===== config.mk =====
export PLATFORM = sky130hd
export DESIGN_NAME = spwl_window
export DESIGN_NICKNAME = d
export VERILOG_FILES = /design/src/sv/spwl_pkg.sv /design/src/sv/spwl_window.sv
export SDC_FILE = /design/constraint.sdc
export NUM_CORES = 2
export LEC_CHECK = 0
export BUFFER_PORTS_ARGS = -buffer_cell sky130_fd_sc_hd__buf_4
export CORE_MARGIN = 4
export CORE_UTILIZATION = 25
export CTS_BUF_LIST = sky130_fd_sc_hd__clkbuf_4 sky130_fd_sc_hd__clkbuf_8
export DETAILED_ROUTE_END_ITERATION = 6
export SYNTH_ARGS = -nofsm -noshare
export SYNTH_HDL_FRONTEND = slang
export SYNTH_SLANG_ARGS = --single-unit
export TNS_END_PERCENT = 20

===== constraint.sdc =====
create_clock -name clk -period 30.7 [get_ports clk]
set_clock_uncertainty 0.2 [all_clocks]
set_input_delay 0 -clock clk [delete_from_list [all_inputs] [get_ports clk]]
set_output_delay 0 -clock clk [all_outputs]
set_load 0.1 [all_outputs]

===== src/sv/spwl_pkg.sv =====
`timescale 1ns / 1ps

package spwl_pkg;

    // field widths
    localparam int MZ_W       = 32;
    localparam int INT_W      = 32;
    localparam int PPM_W      = 14;
    localparam int BEST_IDX_W = 10;
    localparam int OUT_CNT_W  = 11;

    localparam logic [PPM_W-1:0] PPM_RESET = 14'd160;

    // window half width: floor(mz * ppm / 16e6) = floor((mz * ppm >> 10) / 15625)
    localparam int PROD_W      = MZ_W + PPM_W;
    localparam int WIN_SHIFT   = 10;
    localparam int WIN_DIVISOR = 15625;
    localparam int DVD_W       = PROD_W - WIN_SHIFT;
    localparam int DELTA_W     = 23;

    // quotient estimate by reciprocal floor(2^40 / 15625), short by at most one
    localparam int RECIP_W     = 27;
    localparam int RECIP_SHIFT = 40;
    localparam int SPLIT_W     = 18;
    localparam int PART_W      = SPLIT_W + RECIP_W;
    localparam int FULL_W      = DVD_W + RECIP_W;
    localparam logic [RECIP_W-1:0] WIN_RECIP = 27'd70368744;

    typedef enum logic [1:0] {
        OP_CLEAR  = 2'd0,
        OP_APPEND = 2'd1,
        OP_WINDOW = 2'd2,
        OP_RANGE  = 2'd3
    } op_t;

    typedef enum logic [1:0] {
        ST_OK    = 2'd0,
        ST_FULL  = 2'd1,
        ST_ORDER = 2'd2
    } status_t;

    typedef struct packed {
        op_t              op;
        logic [MZ_W-1:0]  mz_value;
        logic [MZ_W-1:0]  mz_upper;
        logic [INT_W-1:0] peak_intensity;
    } req_t;

    typedef struct packed {
        status_t               status;
        logic                  found;
        logic [BEST_IDX_W-1:0] best_index;
        logic [INT_W-1:0]      best_intensity;
        logic [OUT_CNT_W-1:0]  first_index;
        logic [OUT_CNT_W-1:0]  match_count;
    } rsp_t;

    typedef struct packed {
        logic [MZ_W-1:0] lo;
        logic [MZ_W-1:0] hi;
    } win_bounds_t;

endpackage


===== src/sv/spwl_window.sv =====
`timescale 1ns / 1ps

module spwl_window
    import spwl_pkg::*;
(
    input  logic             clk,
    input  logic             rst_n,
    input  logic             start,
    input  logic [MZ_W-1:0]  target,
    input  logic [PPM_W-1:0] ppm,
    output logic             done,
    output win_bounds_t      bounds
);

    typedef enum logic [2:0] {
        W_IDLE,
        W_MULH,
        W_MULL,
        W_FIX,
        W_FIN
    } wstate_t;

    wstate_t             state_reg, state_next;
    logic [DVD_W-1:0]    dvd_reg, dvd_next;
    logic [PART_W-1:0]   part_reg, part_next;
    logic [DELTA_W-1:0]  quot_reg, quot_next;
    logic [MZ_W-1:0]     tgt_reg, tgt_next;
    win_bounds_t         bounds_reg, bounds_next;
    logic                done_reg, done_next;

    logic [PROD_W-1:0]   product;
    logic [SPLIT_W-1:0]  mul_a;
    logic [PART_W-1:0]   part_mul;
    logic [FULL_W-1:0]   full;
    logic [DVD_W-1:0]    qmul;
    logic [DVD_W-1:0]    rem;
    logic                take;
    logic [MZ_W:0]       sum;

    always_comb
    begin
        product  = PROD_W'(target) * PROD_W'(ppm);
        // one multiplier, upper half of the dividend first, then the lower half
        mul_a    = (state_reg == W_MULH) ? dvd_reg[DVD_W-1:SPLIT_W] : dvd_reg[SPLIT_W-1:0];
        part_mul = PART_W'(mul_a) * PART_W'(WIN_RECIP);
        full     = {part_reg, {SPLIT_W{1'b0}}} + FULL_W'(part_mul);
        qmul     = DVD_W'(quot_reg) * DVD_W'(WIN_DIVISOR);
        rem      = dvd_reg - qmul;
        take     = (rem >= DVD_W'(WIN_DIVISOR));
        sum      = {1'b0, tgt_reg} + (MZ_W+1)'(quot_reg);

        state_next  = state_reg;
        dvd_next    = dvd_reg;
        part_next   = part_reg;
        quot_next   = quot_reg;
        tgt_next    = tgt_reg;
        bounds_next = bounds_reg;
        done_next   = 1'b0;

        case (state_reg)
            W_IDLE:
            begin
                if (start)
                begin
                    tgt_next   = target;
                    dvd_next   = product[PROD_W-1:WIN_SHIFT];
                    state_next = W_MULH;
                end
            end
            W_MULH:
            begin
                part_next  = part_mul;
                state_next = W_MULL;
            end
            W_MULL:
            begin
                quot_next  = full[FULL_W-1:RECIP_SHIFT];
                state_next = W_FIX;
            end
            W_FIX:
            begin
                // estimate can be one low, the remainder tells
                quot_next  = quot_reg + DELTA_W'(take);
                state_next = W_FIN;
            end
            W_FIN:
            begin
                bounds_next.lo = tgt_reg - MZ_W'(quot_reg);
                bounds_next.hi = sum[MZ_W] ? '1 : sum[MZ_W-1:0];
                done_next      = 1'b1;
                state_next     = W_IDLE;
            end
            default:
            begin
                state_next = W_IDLE;
            end
        endcase
    end

    always_ff @(posedge clk or negedge rst_n)
    begin
        if (!rst_n)
        begin
            state_reg  <= W_IDLE;
            done_reg   <= 1'b0;
            bounds_reg <= '0;
        end
        else
        begin
            state_reg  <= state_next;
            done_reg   <= done_next;
            bounds_reg <= bounds_next;
        end
    end

    always_ff @(posedge clk)
    begin
        dvd_reg    <= dvd_next;
        part_reg   <= part_next;
        quot_reg   <= quot_next;
        tgt_reg    <= tgt_next;
    end

    assign done   = done_reg;
    assign bounds = bounds_reg;

endmodule


==> results.py <==
metrics = {
    "sta": {
        "period_share": 0.369,
        "setup_slack_ns": 19.37,
        "drv_slew": 0,
        "relSlewSlack": 0.162,
        "setup_violations": 0,
        "setup_tns_ns": 0,
        "rsz0062_at_grt": "false",
        "hold_violations": 0,
        "max_clock_freq_mhz": 88.3,
        "period_minus_slack_ns": 11.33,
        "tightest_slew_ns": 1.25,
    },
    "clock_tree": {
        "cts-root-buf": "clkbuf_8",
        "postCtsSetupRepairBufs": 0,
        "htreeDepth": 2,
        "cts_tree": "built",
        "clockBufferDepth": 3,
        "clk_latency_ns": 0.58,
        "numCtsBuffers": 38,
        "clk_pin_slew_ns": 0.06,
        "cts.sinks": 201,
    },
    "synthesis": {
        "synth_compound_area_frac": 0.0925,
        "synth-warning-count": 0,
        "syn-num-nets": 5258,
        "synth-xor-area-share": 0.0394,
        "syn_inst": 4060,
        "synth_area_mm2": 0.0384,
        "postSynthAreaPerCell_um2": 9.47,
        "synth_top_family_by_area": "adder cells",
        "async_flop_share": 0.338,
        "synth_mux_area_frac": 0.00430,
        "seq_area_frac_synth": 0.148,
        "ys.flop_type": "edfxtp_1",
        "synthAdderAreaFrac": 0.497,
        "synthSimpleGateAreaFrac": 0.127,
        "synth.distinct_cells": 83,
        "synth-edff-count": 133,
        "ys_ff_latch": 201,
    },
    "detailed_routing": {
        "met3WireLength_mm": 6.33,
        "viasPerCell": 4.58,
        "wl_per_cell_um": 17.5,
        "drt-total-wl_mm": 108,
        "dr.pass1.iters": 5,
        "detail-route-antenna-nets": 0,
        "drc": 0,
        "routed.top_layer": "met4",
        "drtIter0Drc": 1783,
        "wirelength_met1_mm": 49.4,
        "vias": 28358,
        "wl_met2_mm": 50.4,
    },
    "global_route": {
        "grt_antenna_before_repair": 10,
        "grt_overflow": 0,
        "grt_max_degree": 78,
        "grt_pass1_wl_mm": 171,
        "first_global_vias": 29983,
        "grt.total_usage": 0.136,
    },
    "floorplan": {
        "die_h_um": 400,
        "fp.dieArea_mm2": 0.160,
        "start_util": 0.252,
        "design.core.area_mm2": 0.152,
        "ios": 114,
        "num_rows": 143,
        "die_x_um": 400,
    },
    "critical_path": {
        "required_ns": 30.93,
        "crit_path_start_kind": "flip-flop",
        "critPathMaxStageDelay_ns": 0.73,
        "worstSetupPathType": "reg -> reg",
        "cpMostUsedCell": "fa_1",
        "slowest_stage": "fa_1",
        "critical_path.max_fanout": 41,
        "rr_worst_depth": 34,
        "worst_setup_path_end_kind": "flip-flop",
        "arrival_ns": 11.56,
    },
    "worst_hold_path": {
        "hold_class": "in -> reg",
        "min_path_cells": 2,
    },
    "layout": {
        "area_growth_pct": 11.2,
        "layout-drive-gt1-share": 0.0548,
        "num-nets-final": 5332,
        "largest_reg_flops": 64,
        "layout.cells.non_filler": 6196,
    },
    "placement": {
        "io_buffers": 113,
        "post-dp-hpwl_mm": 89.9,
        "place_inst": 6088,
        "routabilityCongestion": 0.885,
        "pre_cts_slack_ns": 19.44,
    },
    "job": {
        "maxCapViolCount": 0,
    },
    "outcome": {
        "outcome": "completed",
    },
}
-- metal layers --
metal,up-vias,GRT usage
met1,14352,0.191
li1,13102,-
met5,-,0
met4,0,0.0342
met3,112,0.0165
met2,792,0.222
-- final cells by class --
class,instances,area (µm²)
multi-input combinational,2918,29200
antenna,3,7.51
clock inverter,15,214
timing repair buffer,164,1340
sequential,201,5700
inverter,811,3040
tap,2030,2540
clock buffer,54,674
fill,16165,110000
-- worst paths after layout --
path | start | end | slack (ns)
min in group asynchronous | rst_n | bounds[49]$_DFFE_PN0P_ | 0.31
hold / removal | target[1] | tgt_reg[1]$_DFFE_PP_ | 0.13
hold reg to reg | bounds[33]$_DFFE_PN0P_ | bounds[33]$_DFFE_PN0P_ | 0.28
max in group asynchronous | rst_n | state_reg[0]$_DFFE_PN0P_ | 29.60
setup reg to reg | state_reg[2]$_DFFE_PN0P_ | quot_reg[20]$_DFFE_PP_ | 19.37
setup / recovery | state_reg[2]$_DFFE_PN0P_ | quot_reg[20]$_DFFE_PP_ | 19.37
-- kinds of logic (layout without fill, tap and decap cells) --
logic type / count (synthesis) / count (layout)
adders and majority gates: 1149 / 1149
and+or+nand+nor: 1024 / 1024
buffers and inverters: 941 / 1044
AOI/OAI and AO/OA: 556 / 556
DFF: 201 / 201
xor gates and xnor gates: 173 / 173
muxes: 16 / 16
other: 0 / 3
-- worst max-delay path: cells and delay by family, from the launching register on --
| family | cells | cell delay (ns) |
|---|---|---|
| DFF | 1 | 0.46 |
| xor gates and xnor gates | 1 | 0.14 |
| buffers and inverters | 6 | 1.15 |
| AOI/OAI and AO/OA | 10 | 2.99 |
| and+or+nand+nor | 9 | 2.25 |
| adders and majority gates | 8 | 3.96 |
-- Yosys cell counts (5+ instances only) --
library cell,number,area share
inv_1,809,0.079
fa_1,628,0.33
ha_1,521,0.17
nand2_1,434,0.042
a21oi_1,179,0.023
and2_1,172,0.028
nor2_1,169,0.017
edfxtp_1,133,0.10
clkbuf_1,122,0.012
xnor2_1,117,0.027
o21ai_0,90,0.012
dfrtp_1,68,0.044
a21o_1,62,0.012
xor2_1,56,0.013
nand3_1,44,0.0057
nand4_1,40,0.0065
o21ai_1,38,0.0049
nor3_1,32,0.0042
a211oi_1,28,0.0055
nor2b_1,25,0.0041
and3_1,24,0.0039
nand2b_1,24,0.0039
o21bai_1,22,0.0043
a31oi_1,19,0.0031
or3_1,17,0.0028
o21a_1,16,0.0031
o31ai_1,13,0.0025
mux2i_1,12,0.0031
nor4_1,9,0.0015
o211ai_1,7,0.0014
or2_2,7,0.0011
buf_2,6,0.00078
nor3b_1,6,0.0012
a2111oi_0,5,0.0011
a41oi_1,5,0.0011
nand3b_1,5,0.00098
o221ai_1,5,0.0011
o31a_1,5,0.0011
o41ai_1,5,0.0011
or4_1,5,0.00098
-- through the flow --
step	cell area, µm²	hold slack [ns]	utilization
final	42700	0.127	0.280
after global routing	42700	0.0966	0.280
after CTS	42700	0.0802	0.280
after detailed placement	41500	0.0255	0.272
after global placement	41500	0.0162	0.272
after floorplan	38400	-0.496	-
-- timing repair --
| action | in CTS | in global routing |
|---|---|---|
| hold buffers | 36 | 0 |
| gates resized for setup | 0 | 0 |
| hold endpoints to repair | 101 | 0 |
-- placed cells by master (no fill, tap or decap), types with 22 or more instances in the layout --
cell type and n:
inv_1 809, fa_1 628, ha_1 521, nand2_1 433
a21oi_1 179, and2_1 172, nor2_1 168, edfxtp_1 133
buf_4 128, xnor2_1 117, o21ai_0 90, dfrtp_1 68
a21o_1 62, xor2_1 56, nand3_1 44, clkbuf_8 43
nand4_1 40, o21ai_1 38, dlygate4sd3_1 35, nor3_1 32
a211oi_1 28, and3_1 24, nor2b_1 24, nand2b_1 24
o21bai_1 22
Power is not shown: default switching activity piles up to over one toggle a cycle in this logic, so the estimate is an artifact.
